`src/rtl/dcf77_ptd_pkg.sv`:
```
// ----------------------------------------------------------------------------
// dcf77_ptd_pkg
// Types, codes and constants shared by the DCF77 pulse time decoder.
// ----------------------------------------------------------------------------
package dcf77_ptd_pkg;

  localparam int TIME_W    = 16;
  localparam int CFG_IDX_W = 8;
  localparam int CFG_COUNT = 8;
  localparam int CFG_SEL_W = $clog2(CFG_COUNT);

  localparam logic [TIME_W-1:0] LONG_GAP_MAX_DEFAULT = 16'd930;
  localparam logic [TIME_W-1:0] SPIKE_LIMIT          = 16'd2;

  // Register indexes on the configuration port
  typedef enum logic [CFG_SEL_W-1:0] {
    CFG_SYNC_GAP        = 3'd0,
    CFG_SHORT_PULSE_MIN = 3'd1,
    CFG_SHORT_PULSE_MAX = 3'd2,
    CFG_LONG_PULSE_MIN  = 3'd3,
    CFG_LONG_PULSE_MAX  = 3'd4,
    CFG_SHORT_GAP_MIN   = 3'd5,
    CFG_SHORT_GAP_MAX   = 3'd6,
    CFG_LONG_GAP_MIN    = 3'd7
  } cfg_sel_t;

  localparam logic [TIME_W-1:0] RST_SYNC_GAP        = 16'd1500;
  localparam logic [TIME_W-1:0] RST_SHORT_PULSE_MIN = 16'd70;
  localparam logic [TIME_W-1:0] RST_SHORT_PULSE_MAX = 16'd130;
  localparam logic [TIME_W-1:0] RST_LONG_PULSE_MIN  = 16'd170;
  localparam logic [TIME_W-1:0] RST_LONG_PULSE_MAX  = 16'd230;
  localparam logic [TIME_W-1:0] RST_SHORT_GAP_MIN   = 16'd770;
  localparam logic [TIME_W-1:0] RST_SHORT_GAP_MAX   = 16'd830;
  localparam logic [TIME_W-1:0] RST_LONG_GAP_MIN    = 16'd870;

  typedef struct packed {
    logic [TIME_W-1:0] sync_gap;
    logic [TIME_W-1:0] short_pulse_min;
    logic [TIME_W-1:0] short_pulse_max;
    logic [TIME_W-1:0] long_pulse_min;
    logic [TIME_W-1:0] long_pulse_max;
    logic [TIME_W-1:0] short_gap_min;
    logic [TIME_W-1:0] short_gap_max;
    logic [TIME_W-1:0] long_gap_min;
  } thr_t;

  typedef enum logic [2:0] {
    CLS_SPIKE       = 3'd0,
    CLS_SHORT_PULSE = 3'd1,
    CLS_LONG_PULSE  = 3'd2,
    CLS_SHORT_GAP   = 3'd3,
    CLS_LONG_GAP    = 3'd4,
    CLS_SYNC        = 3'd5,
    CLS_INVALID     = 3'd6
  } cls_t;

  typedef enum logic [3:0] {
    ERR_NONE             = 4'd0,
    ERR_SHORT_PAIR       = 4'd1,
    ERR_LONG_PAIR        = 4'd2,
    ERR_MARKER           = 4'd3,
    ERR_BELOW_SHORT      = 4'd4,
    ERR_BETWEEN_PULSES   = 4'd5,
    ERR_BEFORE_SHORT_GAP = 4'd6,
    ERR_BETWEEN_GAPS     = 4'd7,
    ERR_ABOVE_LONG_GAP   = 4'd8
  } err_t;

  typedef enum logic [2:0] {
    PAIR_IDLE        = 3'd0,
    PAIR_SHORT_PULSE = 3'd1,
    PAIR_LONG_PULSE  = 3'd2,
    PAIR_SHORT_GAP   = 3'd3,
    PAIR_LONG_GAP    = 3'd4
  } pair_t;

  typedef enum logic [2:0] {
    FLD_NONE    = 3'd0,
    FLD_MINUTE  = 3'd1,
    FLD_HOUR    = 3'd2,
    FLD_DAY     = 3'd3,
    FLD_WEEKDAY = 3'd4,
    FLD_MONTH   = 3'd5,
    FLD_YEAR    = 3'd6
  } fld_t;

  // Bit positions within the minute frame
  localparam logic [7:0] BIT_IDLE      = 8'd255;
  localparam logic [7:0] BIT_HOLD      = 8'd254;
  localparam logic [7:0] BIT_MARKER    = 8'd20;
  localparam logic [7:0] BIT_MIN_PAR   = 8'd28;
  localparam logic [7:0] BIT_HOUR_PAR  = 8'd35;
  localparam logic [7:0] BIT_DAY_END   = 8'd41;
  localparam logic [7:0] BIT_WDAY_END  = 8'd44;
  localparam logic [7:0] BIT_MONTH_END = 8'd49;
  localparam logic [7:0] BIT_YEAR_END  = 8'd57;

  typedef struct packed {
    cls_t       interval_class;
    err_t       error_code;
    logic       bit_valid;
    logic       bit_value;
    fld_t       field_id;
    logic [7:0] field_value;
    logic       parity_fail;
    logic       time_valid;
    logic [6:0] minute;
    logic [5:0] hour;
  } res_t;

  // BCD weight of the k-th bit of a field
  function automatic logic [7:0] weight_of(input logic [2:0] step);
    logic [7:0] w;
    case (step)
      3'd0:    w = 8'd1;
      3'd1:    w = 8'd2;
      3'd2:    w = 8'd4;
      3'd3:    w = 8'd8;
      3'd4:    w = 8'd10;
      3'd5:    w = 8'd20;
      3'd6:    w = 8'd40;
      default: w = 8'd80;
    endcase
    return w;
  endfunction

endpackage

```
`src/rtl/dcf77_ptd_cfg.sv`:
```
// ----------------------------------------------------------------------------
// dcf77_ptd_cfg
// Threshold register file written through the configuration channel.
// ----------------------------------------------------------------------------
module dcf77_ptd_cfg (
  input  logic                                  clk,
  input  logic                                  rst,
  input  logic                                  cfg_valid,
  output logic                                  cfg_ready,
  input  logic [dcf77_ptd_pkg::CFG_IDX_W-1:0]   cfg_index,
  input  logic [dcf77_ptd_pkg::TIME_W-1:0]      cfg_data,
  output dcf77_ptd_pkg::thr_t                   thr
);
  import dcf77_ptd_pkg::*;

  logic [TIME_W-1:0] regs [CFG_COUNT];
  logic              wr_en;

  assign cfg_ready = 1'b1;
  assign wr_en     = cfg_valid && (cfg_index < CFG_IDX_W'(CFG_COUNT));

  always_ff @(posedge clk) begin
    if (rst) begin
      regs[CFG_SYNC_GAP]        <= RST_SYNC_GAP;
      regs[CFG_SHORT_PULSE_MIN] <= RST_SHORT_PULSE_MIN;
      regs[CFG_SHORT_PULSE_MAX] <= RST_SHORT_PULSE_MAX;
      regs[CFG_LONG_PULSE_MIN]  <= RST_LONG_PULSE_MIN;
      regs[CFG_LONG_PULSE_MAX]  <= RST_LONG_PULSE_MAX;
      regs[CFG_SHORT_GAP_MIN]   <= RST_SHORT_GAP_MIN;
      regs[CFG_SHORT_GAP_MAX]   <= RST_SHORT_GAP_MAX;
      regs[CFG_LONG_GAP_MIN]    <= RST_LONG_GAP_MIN;
    end else if (wr_en) begin
      regs[cfg_index[CFG_SEL_W-1:0]] <= cfg_data;
    end
  end

  assign thr.sync_gap        = regs[CFG_SYNC_GAP];
  assign thr.short_pulse_min = regs[CFG_SHORT_PULSE_MIN];
  assign thr.short_pulse_max = regs[CFG_SHORT_PULSE_MAX];
  assign thr.long_pulse_min  = regs[CFG_LONG_PULSE_MIN];
  assign thr.long_pulse_max  = regs[CFG_LONG_PULSE_MAX];
  assign thr.short_gap_min   = regs[CFG_SHORT_GAP_MIN];
  assign thr.short_gap_max   = regs[CFG_SHORT_GAP_MAX];
  assign thr.long_gap_min    = regs[CFG_LONG_GAP_MIN];

endmodule

```
`src/rtl/dcf77_ptd_classify.sv`:
```
// ----------------------------------------------------------------------------
// dcf77_ptd_classify
// Sorts an edge interval into a class through the ordered window chain.
// ----------------------------------------------------------------------------
module dcf77_ptd_classify #(
  parameter logic [dcf77_ptd_pkg::TIME_W-1:0] LONG_GAP_MAX =
    dcf77_ptd_pkg::LONG_GAP_MAX_DEFAULT
) (
  input  logic [dcf77_ptd_pkg::TIME_W-1:0] interval,
  input  dcf77_ptd_pkg::thr_t              thr,
  output dcf77_ptd_pkg::cls_t              cls,
  output dcf77_ptd_pkg::err_t              err
);
  import dcf77_ptd_pkg::*;

  // First matching window wins
  always_comb begin
    cls = CLS_INVALID;
    err = ERR_NONE;
    if (interval > thr.sync_gap) begin
      cls = CLS_SYNC;
    end else if (interval < SPIKE_LIMIT) begin
      cls = CLS_SPIKE;
    end else if (interval < thr.short_pulse_min) begin
      err = ERR_BELOW_SHORT;
    end else if (interval < thr.short_pulse_max) begin
      cls = CLS_SHORT_PULSE;
    end else if (interval < thr.long_pulse_min) begin
      err = ERR_BETWEEN_PULSES;
    end else if (interval < thr.long_pulse_max) begin
      cls = CLS_LONG_PULSE;
    end else if (interval < thr.short_gap_min) begin
      err = ERR_BEFORE_SHORT_GAP;
    end else if (interval < thr.short_gap_max) begin
      cls = CLS_SHORT_GAP;
    end else if (interval < thr.long_gap_min) begin
      err = ERR_BETWEEN_GAPS;
    end else if (interval < LONG_GAP_MAX) begin
      cls = CLS_LONG_GAP;
    end else begin
      err = ERR_ABOVE_LONG_GAP;
    end
  end

endmodule

```
`src/rtl/dcf77_ptd_frame.sv`:
```
// ----------------------------------------------------------------------------
// dcf77_ptd_frame
// Frame state: pulse/gap pairing, bit counter, BCD field accumulation,
// parity check and minute/hour latching.
// ----------------------------------------------------------------------------
module dcf77_ptd_frame #(
  parameter logic [dcf77_ptd_pkg::TIME_W-1:0] LONG_GAP_MAX =
    dcf77_ptd_pkg::LONG_GAP_MAX_DEFAULT
) (
  input  logic                              clk,
  input  logic                              rst,
  input  logic                              fire,
  input  logic [dcf77_ptd_pkg::TIME_W-1:0]  edge_time,
  input  dcf77_ptd_pkg::thr_t               thr,
  output dcf77_ptd_pkg::res_t               res
);
  import dcf77_ptd_pkg::*;

  logic [TIME_W-1:0] last_edge;
  pair_t             pair_state, pair_next;
  logic [7:0]        bit_count, bit_count_next;
  err_t              frame_error, frame_error_next;
  logic [7:0]        field_acc, field_acc_next;
  logic [2:0]        weight_step, weight_step_next;
  logic              parity_acc, parity_acc_next;
  logic [6:0]        minute_pending, minute_pending_next;
  logic [5:0]        hour_pending, hour_pending_next;
  logic [6:0]        minute_latched, minute_latched_next;
  logic [5:0]        hour_latched, hour_latched_next;

  logic [TIME_W-1:0] interval;
  cls_t              cls;
  err_t              cls_err;
  logic              is_pair_cls;
  logic              take;
  logic              bit_b;
  err_t              pair_err;
  logic [7:0]        n;
  logic [7:0]        acc_sum;

  assign interval = edge_time - last_edge;

  dcf77_ptd_classify #(
    .LONG_GAP_MAX (LONG_GAP_MAX)
  ) u_classify (
    .interval (interval),
    .thr      (thr),
    .cls      (cls),
    .err      (cls_err)
  );

  assign is_pair_cls = (cls == CLS_SHORT_PULSE) || (cls == CLS_LONG_PULSE) ||
                       (cls == CLS_SHORT_GAP) || (cls == CLS_LONG_GAP);
  assign bit_b       = (pair_state == PAIR_LONG_PULSE);

  // Pairing: a pulse must be followed by its matching gap
  always_comb begin
    take     = 1'b0;
    pair_err = ERR_NONE;
    if (is_pair_cls) begin
      if (pair_state == PAIR_SHORT_PULSE) begin
        if (cls == CLS_LONG_GAP) take = 1'b1;
        else pair_err = ERR_SHORT_PAIR;
      end else if (pair_state == PAIR_LONG_PULSE) begin
        if (cls == CLS_SHORT_GAP) take = 1'b1;
        else pair_err = ERR_LONG_PAIR;
      end
    end
  end

  // Pairing state: next state
  always_comb begin
    pair_next = pair_state;
    unique case (cls)
      CLS_SYNC:        pair_next = PAIR_IDLE;
      CLS_SHORT_PULSE: pair_next = PAIR_SHORT_PULSE;
      CLS_LONG_PULSE:  pair_next = PAIR_LONG_PULSE;
      CLS_SHORT_GAP:   pair_next = PAIR_SHORT_GAP;
      CLS_LONG_GAP:    pair_next = PAIR_LONG_GAP;
      default:         pair_next = pair_state;
    endcase
  end

  always_comb begin
    if (bit_count == BIT_IDLE) n = 8'd0;
    else if (bit_count < BIT_HOLD) n = bit_count + 8'd1;
    else n = bit_count;
  end

  assign acc_sum = field_acc + (bit_b ? weight_of(weight_step) : 8'd0);

  // Frame datapath and result
  always_comb begin
    bit_count_next      = bit_count;
    frame_error_next    = frame_error;
    field_acc_next      = field_acc;
    weight_step_next    = weight_step;
    parity_acc_next     = parity_acc;
    minute_pending_next = minute_pending;
    hour_pending_next   = hour_pending;
    minute_latched_next = minute_latched;
    hour_latched_next   = hour_latched;

    res                = '0;
    res.interval_class = cls;
    res.error_code     = cls_err;

    if (cls_err != ERR_NONE) frame_error_next = cls_err;

    if (cls == CLS_SYNC) begin
      if (frame_error == ERR_NONE) begin
        res.time_valid      = 1'b1;
        minute_latched_next = minute_pending;
        hour_latched_next   = hour_pending;
      end
      bit_count_next   = BIT_IDLE;
      frame_error_next = ERR_NONE;
      weight_step_next = 3'd0;
    end

    if (pair_err != ERR_NONE) begin
      res.error_code   = pair_err;
      frame_error_next = pair_err;
    end

    if (take) begin
      res.bit_valid  = 1'b1;
      res.bit_value  = bit_b;
      bit_count_next = n;
      if (n >= BIT_MARKER && n <= BIT_YEAR_END) begin
        if (n == BIT_MARKER) begin
          if (!bit_b) begin
            res.error_code   = ERR_MARKER;
            frame_error_next = ERR_MARKER;
          end
          field_acc_next   = 8'd0;
          weight_step_next = 3'd0;
          parity_acc_next  = 1'b0;
        end else if (n == BIT_MIN_PAR || n == BIT_HOUR_PAR) begin
          res.parity_fail = (bit_b != parity_acc);
          if (frame_error == ERR_NONE) begin
            if (n == BIT_MIN_PAR) minute_pending_next = field_acc[6:0];
            else hour_pending_next = field_acc[5:0];
            res.field_id    = (n == BIT_MIN_PAR) ? FLD_MINUTE : FLD_HOUR;
            res.field_value = field_acc;
          end
          field_acc_next   = 8'd0;
          weight_step_next = 3'd0;
          parity_acc_next  = 1'b0;
        end else if (n == BIT_DAY_END || n == BIT_WDAY_END ||
                     n == BIT_MONTH_END || n == BIT_YEAR_END) begin
          if (frame_error == ERR_NONE) begin
            if (n == BIT_DAY_END) res.field_id = FLD_DAY;
            else if (n == BIT_WDAY_END) res.field_id = FLD_WEEKDAY;
            else if (n == BIT_MONTH_END) res.field_id = FLD_MONTH;
            else res.field_id = FLD_YEAR;
            res.field_value = acc_sum;
          end
          field_acc_next   = 8'd0;
          weight_step_next = 3'd0;
          parity_acc_next  = 1'b0;
        end else begin
          field_acc_next   = acc_sum;
          parity_acc_next  = parity_acc ^ bit_b;
          weight_step_next = weight_step + 3'd1;
        end
      end
    end

    res.minute = minute_latched_next;
    res.hour   = hour_latched_next;
  end

  always_ff @(posedge clk) begin
    if (rst) begin
      last_edge      <= '0;
      pair_state     <= PAIR_IDLE;
      bit_count      <= BIT_IDLE;
      frame_error    <= ERR_NONE;
      field_acc      <= '0;
      weight_step    <= '0;
      parity_acc     <= 1'b0;
      minute_pending <= '0;
      hour_pending   <= '0;
      minute_latched <= '0;
      hour_latched   <= '0;
    end else if (fire) begin
      last_edge      <= edge_time;
      pair_state     <= pair_next;
      bit_count      <= bit_count_next;
      frame_error    <= frame_error_next;
      field_acc      <= field_acc_next;
      weight_step    <= weight_step_next;
      parity_acc     <= parity_acc_next;
      minute_pending <= minute_pending_next;
      hour_pending   <= hour_pending_next;
      minute_latched <= minute_latched_next;
      hour_latched   <= hour_latched_next;
    end
  end

`ifndef SYNTH
  a_sync_restarts_frame: assert property (@(posedge clk) disable iff (rst)
    fire && cls == CLS_SYNC |=> bit_count == BIT_IDLE && frame_error == ERR_NONE
      && pair_state == PAIR_IDLE)
    else $error("sync did not restart the frame");

  a_field_only_clean: assert property (@(posedge clk) disable iff (rst)
    res.field_id != FLD_NONE |-> frame_error == ERR_NONE && take)
    else $error("field reported with a recorded error");

  a_bit_needs_pair: assert property (@(posedge clk) disable iff (rst)
    res.bit_valid |-> (pair_state == PAIR_SHORT_PULSE || pair_state == PAIR_LONG_PULSE)
      && res.error_code != ERR_SHORT_PAIR && res.error_code != ERR_LONG_PAIR)
    else $error("data bit without a matching pulse and gap");

  a_time_valid_on_sync: assert property (@(posedge clk) disable iff (rst)
    res.time_valid |-> res.interval_class == CLS_SYNC)
    else $error("time_valid outside a sync edge");
`endif

endmodule

```
`src/rtl/dcf77_pulse_time_decoder.sv`:
```
// ----------------------------------------------------------------------------
// dcf77_pulse_time_decoder
// DCF77 pulse timing decoder: edge timestamps in, decoded bits and time out.
// ----------------------------------------------------------------------------
// Each transaction on the input channel carries the millisecond time of one
// edge; each produces exactly one result transaction. The block takes one edge
// per clock cycle unless the output stalls; the edge time is captured in an
// input register, classified and folded into the frame state in one pass,
// and the result is held in an output register, so a new edge is accepted
// while the previous result still waits. Threshold registers are written
// through the configuration channel (always ready, indexes beyond the
// register list are ignored) and take effect from the next cycle; write them
// only while no edge is in flight. No clearing pass is needed after reset.
module dcf77_pulse_time_decoder #(
  parameter logic [dcf77_ptd_pkg::TIME_W-1:0] LONG_GAP_MAX =
    dcf77_ptd_pkg::LONG_GAP_MAX_DEFAULT
) (
  input  logic                                clk,
  input  logic                                rst,
  input  logic                                cfg_valid,
  output logic                                cfg_ready,
  input  logic [dcf77_ptd_pkg::CFG_IDX_W-1:0] cfg_index,
  input  logic [dcf77_ptd_pkg::TIME_W-1:0]    cfg_data,
  input  logic                                in_valid,
  output logic                                in_ready,
  input  logic [dcf77_ptd_pkg::TIME_W-1:0]    edge_time_ms,
  output logic                                out_valid,
  input  logic                                out_ready,
  output logic [2:0]                          interval_class,
  output logic [3:0]                          error_code,
  output logic                                bit_valid,
  output logic                                bit_value,
  output logic [2:0]                          field_id,
  output logic [7:0]                          field_value,
  output logic                                parity_fail,
  output logic                                time_valid,
  output logic [6:0]                          minute,
  output logic [5:0]                          hour
);
  import dcf77_ptd_pkg::*;

  thr_t              thr;
  logic              s1_valid;
  logic [TIME_W-1:0] s1_time;
  logic              advance;
  res_t              res;
  res_t              out_res;

  dcf77_ptd_cfg u_cfg (
    .clk       (clk),
    .rst       (rst),
    .cfg_valid (cfg_valid),
    .cfg_ready (cfg_ready),
    .cfg_index (cfg_index),
    .cfg_data  (cfg_data),
    .thr       (thr)
  );

  // Move the captured edge into the result register when there is room
  assign advance  = s1_valid && (!out_valid || out_ready);
  assign in_ready = !s1_valid || advance;

  always_ff @(posedge clk) begin
    if (rst) begin
      s1_valid <= 1'b0;
    end else if (in_ready) begin
      s1_valid <= in_valid;
    end
  end

  always_ff @(posedge clk) begin
    if (in_valid && in_ready) begin
      s1_time <= edge_time_ms;
    end
  end

  dcf77_ptd_frame #(
    .LONG_GAP_MAX (LONG_GAP_MAX)
  ) u_frame (
    .clk       (clk),
    .rst       (rst),
    .fire      (advance),
    .edge_time (s1_time),
    .thr       (thr),
    .res       (res)
  );

  always_ff @(posedge clk) begin
    if (rst) begin
      out_valid <= 1'b0;
    end else if (advance) begin
      out_valid <= 1'b1;
    end else if (out_ready) begin
      out_valid <= 1'b0;
    end
  end

  always_ff @(posedge clk) begin
    if (advance) begin
      out_res <= res;
    end
  end

  assign interval_class = out_res.interval_class;
  assign error_code     = out_res.error_code;
  assign bit_valid      = out_res.bit_valid;
  assign bit_value      = out_res.bit_value;
  assign field_id       = out_res.field_id;
  assign field_value    = out_res.field_value;
  assign parity_fail    = out_res.parity_fail;
  assign time_valid     = out_res.time_valid;
  assign minute         = out_res.minute;
  assign hour           = out_res.hour;

endmodule
```
`config.mk`:
```
export PLATFORM = sky130hd
export DESIGN_NAME = dcf77_pulse_time_decoder
export DESIGN_NICKNAME = d
export VERILOG_FILES = /design/src/rtl/dcf77_ptd_pkg.sv /design/src/rtl/dcf77_ptd_cfg.sv /design/src/rtl/dcf77_ptd_classify.sv /design/src/rtl/dcf77_ptd_frame.sv /design/src/rtl/dcf77_pulse_time_decoder.sv
export SDC_FILE = /design/constraint.sdc
export NUM_CORES = 1
export LEC_CHECK = 0
export BUFFER_PORTS_ARGS = -buffer_cell sky130_fd_sc_hd__clkbuf_2
export CORE_ASPECT_RATIO = 0.5
export CORE_MARGIN = 2
export CORE_UTILIZATION = 65
export CTS_CLUSTER_SIZE = 20
export DETAILED_ROUTE_END_ITERATION = 8
export GPL_TIMING_DRIVEN = 0
export PLACE_DENSITY = 0.84
export SYNTH_ARGS = -nofsm -noshare
export SYNTH_HDL_FRONTEND = slang
export SYNTH_SLANG_ARGS = --single-unit
```
`constraint.sdc`:
```
create_clock -name clk -period 16.5 [get_ports clk]
set_clock_uncertainty 0.2 [all_clocks]
set_input_delay 0.825 -clock clk [delete_from_list [all_inputs] [get_ports clk]]
set_output_delay 0.825 -clock clk [all_outputs]
set_load 0.005 [all_outputs]
```
==> results of run 1 <==
-- per-stage QoR --
stage	cells	setup WS, ns	instance area [um2]	util	hold WS, ns
floorplan	1435	10.42	14570	-	0.2313
global placement	1815	9.167	15340	0.7031	0.2432
detailed placement	1821	9.243	15400	0.7058	0.2473
CTS	1863	9.175	16110	0.7381	0.2559
global route	1863	8.683	16110	0.7381	0.2587
finish	1863	9.033	16110	0.7381	0.2547
-- power by group --
group / internal (mW) / switching (mW) / leakage [nW]
Sequential: 0.703 / 0.0115 / 2.30
Combinational: 0.135 / 0.226 / 4.09
Clock: 0.272 / 0.242 / 0.352
-- registers in the layout (all words and copies together) (netlist names), 7 cells and up --
signal                  cells
u_cfg.regs                128
s1_time                    16
u_frame.last_edge          16
field_value                 8
u_frame.bit_count           8
u_frame.field_acc           8
minute                      7
u_frame.minute_latched      7
u_frame.minute_pending      7
-- cells by family (layout without fill, tap and decap cells) --
kind of cell / after synthesis / in the layout / share of synthesized area
simple gates: 499 / 499 / 0.1818
compound gates: 287 / 287 / 0.1342
flops: 250 / 250 / 0.4665
buf+inv: 196 / 324 / 0.05247
fa+ha+maj: 148 / 148 / 0.1277
mux: 31 / 31 / 0.02319
xor+xnor: 23 / 23 / 0.01383
other cells: 1 / 1 / 0.0002574
-- metal layers --
metal | track usage | wire length, um | up-vias
li1 | - | - | 5383
met3 | 0.03983 | 1988 | 76
met1 | 0.3791 | 14790 | 5342
met5 | 0 | 0 | -
met2 | 0.5064 | 16240 | 392
met4 | 0.09163 | 853 | 0
-- worst max path at each step --
stage                     start                         to
floorplan            s1_time[1]  u_frame.minute_pending[6]
global placement     s1_time[1]  u_frame.minute_pending[6]
detailed placement  s1_time[10]  u_frame.minute_pending[6]
CTS                 s1_time[10]  u_frame.minute_pending[6]
global route        s1_time[10]         u_frame.parity_acc
finish              s1_time[10]       u_frame.field_acc[3]
-- worst register-to-register path: cells and delay by family (launching register included) --
family	cells	cell delay, ns
buffers and inverters	2	0.72
adders and majority gates	2	0.78
DFF	1	0.43
and+or+nand+nor	8	1.65
AOI/OAI and AO/OA	9	2.77
xor gates and xnor gates	1	0.86
-- layout by cell type, fill, tap and decap left out, types with 9 or more instances in the layout --
cell       instances
clkbuf_2          80
xnor2_1           13
nand2_1          104
nand3_1           31
o21ai_0           32
xor2_1            10
o211ai_1          11
a22oi_1            9
o21a_1            16
inv_1            150
nor2b_1           12
dfxtp_1           71
mux2i_1           15
and2_1           101
nor3_1            31
ha_1             142
o21ai_1           16
edfxtp_1         179
a21o_1            22
or3_1             34
a31oi_1           11
nor2_1           105
mux2_2            14
clkbuf_1          36
clkbuf_16         23
a21oi_1           78
nand2b_1          17
-- final cells by class --
type                            instances  share of cell area
Clock buffer                           30             0.03923
Tap cell                              300             0.02330
Multi-Input combinational cell        989              0.4354
Buffer                                 43             0.01188
Timing Repair Buffer                   86             0.02812
Sequential cell                       250              0.4219
Inverter                              153             0.03565
Clock inverter                         12            0.004505
==> impl_results.md, run 1 <==
* Status: finished clean
* Max Slew Vio Count at 0
* Filler Cells Inserted at 1492
* PwrDens at 98.72 mW/mm2
* Initial DRC count at 987
* Synthesis warning total at 0
* ANT cells at 0
* Gr ovfl total at 0
* Antenna viol nets, final at 0
* Power, Total at 1.590 mW
* Initial Utilization at 0.6676
* Vias per std cell at 6.008
* Chip height at 109.9 um
* Total wire length at 33.87 mm
* Setup crit end kind: flop
* Worst hold path type: flop to flop
* Initial antenna violation count at 0
* Synth cell types at 95
* Largest net degree at the start of global routing at 45
* Static Leak at 6.741 nW
* Total Nets Final at 1735
* Hold path depth at 2
* Reg2Reg Depth at 22
* First-pass GRT wire length at 54.25 mm
* Register area at 0.006797 mm2
* Vias at 11190
* Asr flop ratio synth at 0
* Max VDD drop at 64.62 uV
* Final Critical Period at 7.467 ns
* CP bufs+invs at 2
* Max clock buf depth at 3
* Ys flop type: edfxtp_1
* Setup slack, reg-to-reg at 9.03 ns
* Num rows at 38
* Syn Nets at 1624
* Clock Latency Late Sink at 0.54 ns
* Core Region at 0.02182 mm2
* Synthesized area at 0.01457 mm2
* Worst r2r src: s1_time[10]
* Vias in the first global route at 10960
* Kind of critical path: flop to flop
* TritonCTS Sinks at 250
* Postcts setup bufs at 0
* Gr usage total at 0.2894
* Hold Fails Final Rpt at 0
* Syn Area/Cell at 10.15 um2
* EDFF count, synth at 179
* Chip width at 215.7 um
* CP Launch Type: flop
* Period utilization at 0.4525
* Max Fclk at 133.9 MHz
* Top-count cell post-synth: edfxtp_1
* Critical Path Stages at 22
* Worst Min Path Start: u_frame.last_edge[10]
* Area of the multi-input gates at 0.007013 mm2
* Measured slew at the worst slew-check pin at 1.315 ns
* Cts repair resizes at 0
* Top delay family on crit path: compound AO/OA/AOI/OAI gates
* RSZ-0062 raised after global routing: false
* Num ports at 83
* DIE AREA at 0.02370 mm2
* Worst r2r dst: u_frame.field_acc[3]
* Final setup viols at 0
* Seq/Total Area, Yosys at 0.4665
* CP max FO at 10
* Max-cap violations at 0
* Hold Path End: u_frame.last_edge[10]
* Root Driver: clkbuf_16
* Setup TNS Final at 0 ns
* Mapped Cells at 1435
* Max incr delay on CP at 0.86 ns
* TritonCTS clock tree: yes
* Synthesis-to-finish area growth at 10.56%
* H-tree Lvls at 1
* Slowest CP cell: xnor2_1
* First-pass DRT Iterations at 5
* Yosys top cell area share at 0.3689
* WP data arrival at 7.72 ns
* FF+latch count, synth at 250
* CTS Buf Count at 23
* Cell type with the highest aggregate area in the netlist: edfxtp_1
* Critical Path RT at 16.76 ns
* Top post-synthesis cells by area: edfxtp_1 37%, ha_1 12%, dfxtp_1 9.8%
* Clock slew at the register clock pins of the worst setup and hold paths at 0.07 ns
* Worst-path cell chain: ha_1 -> buf_2 -> and4_1 -> o311ai_1 -> a21oi_1 -> or3_1 -> a21oi_1 -> xnor2_1 -> ha_1 -> and3_1 -> nand3_1 -> nor3_1 -> a221oi_1 -> a211oi_1 -> o21ai_0 -> and4b_1 -> a311oi_2 -> nand3_1 -> a211oi_2 -> clkbuf_1 -> nand4_1 -> o21ai_1
* Slew headroom at 0.1169
* Post-detail-place hpwl at 24.87 mm
* Port buffer count at 80
* Wire length per cell at 18.18 um
* Final Wtd Congestion at 0.9008
* # hold bufs at CTS at 0
* Share of layout cells above drive strength 1 at 0.1171
* DRC Markers at 0
* Commonest cells in the synthesized netlist: 179 x edfxtp_1, 150 x inv_1, 142 x ha_1
No activity file was read; power rests on OpenSTA's default activity.
==> run 2, diff against run 1 <==
--- a/config.mk
+++ b/config.mk
@@ -8,11 +8,11 @@
 export BUFFER_PORTS_ARGS = -buffer_cell sky130_fd_sc_hd__clkbuf_2
 export CORE_ASPECT_RATIO = 0.5
 export CORE_MARGIN = 2
-export CORE_UTILIZATION = 65
+export CORE_UTILIZATION = 56
 export CTS_CLUSTER_SIZE = 20
 export DETAILED_ROUTE_END_ITERATION = 8
 export GPL_TIMING_DRIVEN = 0
-export PLACE_DENSITY = 0.84
+export PLACE_DENSITY = 0.77
 export SYNTH_ARGS = -nofsm -noshare
 export SYNTH_HDL_FRONTEND = slang
 export SYNTH_SLANG_ARGS = --single-unit
==> constraint.sdc (replaced) <==
create_clock -name clk -period 6.4 [get_ports clk]
set_clock_uncertainty 0.2 [all_clocks]
set_input_delay 0.32 -clock clk [delete_from_list [all_inputs] [get_ports clk]]
set_output_delay 0.32 -clock clk [all_outputs]
set_load 0.005 [all_outputs]
==> run 2 against run 1 <==
Effect of this change: global-route usage decreased by 3.7 points; routed wire length is 5.0% higher; largest cell class unchanged; critical endpoint is now field_value[0]; largest power group unchanged; maximum frequency up 19%.
==> impl_results.md, run 2 (same netlist as run 1, synthesis figures left out) <==
* Most frequent cells in the layout: 179 x edfxtp_1, 149 x inv_1, 136 x ha_1
* Biggest register: u_cfg.regs
* Total wire length at 35.57 mm
* TritonCTS Sinks at 250
* Final Wtd Congestion at 0.9023
* Core Region at 0.02539 mm2
* Int Power at 3.119 mW
* First-pass DRT Iterations at 7
* Gr ovfl total at 0
* Final Critical Period at 6.298 ns
* WP data arrival at 6.48 ns
* DRC Markers at 0
* Sequential Power Share at 0.417
* Share of layout cells above drive strength 1 at 0.1650
* Port buffer count at 80
* Slew headroom at 0.1585
* Clock share of power at 0.338
* TritonCTS clock tree: yes
* Reg2Reg Depth at 21
* Worst r2r src: s1_time[6]
* Final setup viols at 0
* Setup slack, reg-to-reg at 0.10 ns
* Hold Path End: u_cfg.regs[1][1]
* Worst hold path type: primary input to flop
* Post-detail-place hpwl at 24.46 mm
* Non-filler instance count after layout at 1963
* Root Driver: clkbuf_16
* Gr usage total at 0.2523
* PwrDens at 257.7 mW/mm2
* Filler Cells Inserted at 1854
* Initial DRC count at 902
* Largest net degree at the start of global routing at 45
* Vias at 11540
* Dpl cells at 1864
* Clock slew at the register clock pins of the worst setup and hold paths at 0.06 ns
* Max-cap violations at 0
* Worst r2r dst: field_value[0]
* First-pass GRT wire length at 55.22 mm
* Antenna viol nets, final at 0
* Worst Min Path Start: cfg_data[1]
* PnR worst setup slack at 0.1023 ns
* Clock Latency Late Sink at 0.53 ns
* Max VDD drop at 211.4 uV
* Switching Fraction at 0.2949
* Comb power frac at 0.245
* Max Fclk at 158.8 MHz
* Switch Pwr at 1.304 mW
* Critical Path RT at 6.58 ns
* CTS Buf Count at 24
* Vias per std cell at 5.878
* Max clock buf depth at 3
* Setup crit end kind: flop
* H-tree Lvls at 1
* Num ports at 83
* Chip width at 232.1 um
* CP Launch Type: flop
* Max FFs per register at 128
* Top flop regs: u_cfg.regs: 128 flops, s1_time: 16 flops, u_frame.last_edge: 16 flops
* Worst slack at placement at -0.8947 ns
* Kind of critical path: flop to flop
* Status: finished clean
* CP max FO at 10
* Hold Fails Final Rpt at 0
* Hold path depth at 2
* Vias in the first global route at 11210
* Total Nets Final at 1790
* Synthesis-to-finish area growth at 17.79%
* Initial Utilization at 0.5737
* Static Leak at 7.114 nW
* Max Slew Vio Count at 0
* DIE AREA at 0.02740 mm2
* Measured slew at the worst slew-check pin at 1.245 ns
* Num rows at 41
* Leading cell type in the layout, fill and taps excluded: edfxtp_1
* Period utilization at 0.9840
* Initial antenna violation count at 0
* Chip height at 118.1 um
* Wire length per cell at 18.12 um
[run 2: power groups by stage]
stage	clock, mW	sequential (mW)	combinational (mW)
finish	1.50	1.84	1.08
global route	1.57	1.85	1.19
CTS	1.50	1.84	0.992
detailed placement	0	1.88	0.901
global placement	0	1.88	0.848
floorplan	0	1.87	0.630
[run 2: repair_timing]
action                                  4_1_cts  5_1_grt
endpoints found under the setup margin       68       64
pin swaps                                     8       17
buffers inserted                             22       13
gates resized for setup                      27       52
hold buffers                                 21        0
endpoints found under the hold margin        23        0
gates cloned                                  0        1
[run 2: metrics by stage]
| stage | setup TNS (ns) | hold slack [ns] | instance area (um2) | utilization | power [mW] |
|---|---|---|---|---|---|
| detailed placement | -37.56 | 0.2477 | 15460 | 0.6088 | 2.779 |
| CTS | 0 | 0.004448 | 16820 | 0.6623 | 4.336 |
| global placement | -35.36 | 0.2424 | 15400 | 0.6065 | 2.725 |
| floorplan | 0 | 0.2189 | 14570 | - | 2.502 |
| global route | -0.1730 | 0.01475 | 17160 | 0.6757 | 4.611 |
| finish | 0 | 0.02300 | 17160 | 0.6758 | 4.423 |
[run 2: critical path: stages (launching register included)]
cell and delay, ns:
edfxtp_1 0.47, ha_4 0.31, and2_2 0.26, or4_1 0.46, o21ai_1 0.17, xor2_1 0.25
inv_2 0.07, ha_1 0.32, a2111oi_1 0.40, o21ai_0 0.14, o22a_1 0.26, maj3_2 0.36
a2111o_1 0.40, o211ai_1 0.10, or3b_4 0.42, or3_4 0.37, buf_6 0.14, a21o_4 0.24
buf_6 0.14, or3b_4 0.41, buf_6 0.14, nor2_2 0.10
[run 2: layer usage]
layer  wire (um)  vias up  track usage
met3        2041       73      0.04288
met2       17530      404       0.4364
li1            -     5483            -
met5           0        -            0
met4         749        0      0.07853
met1       15260     5579       0.3230
[run 2: worst max-delay path by stage]
stage | from | endpoint | slack (ns) | depth (start not counted)
after global routing | s1_time[6] | field_value[0] | -0.03 | 24
after floorplan | s1_time[1] | u_frame.minute_pending[6] | 0.32 | 21
after detailed placement | s1_time[10] | u_frame.minute_pending[6] | -0.89 | 21
after CTS | s1_time[4] | field_value[0] | 0.004 | 25
after global placement | s1_time[1] | u_frame.minute_pending[6] | -0.93 | 17
final | s1_time[6] | field_value[0] | 0.10 | 21
[run 2: final cells by class]
type	instances	area, um2	area share
Multi-Input combinational cell	989	7405	0.4315
Sequential cell	250	6798	0.3961
Timing Repair Buffer	142	937.1	0.05461
Clock buffer	28	658.1	0.03835
Inverter	153	574.3	0.03346
Tap cell	344	430.4	0.02508
Buffer	41	193.9	0.01130
Clock inverter	15	162.7	0.009478
Antenna cell	1	2.502	0.0001458
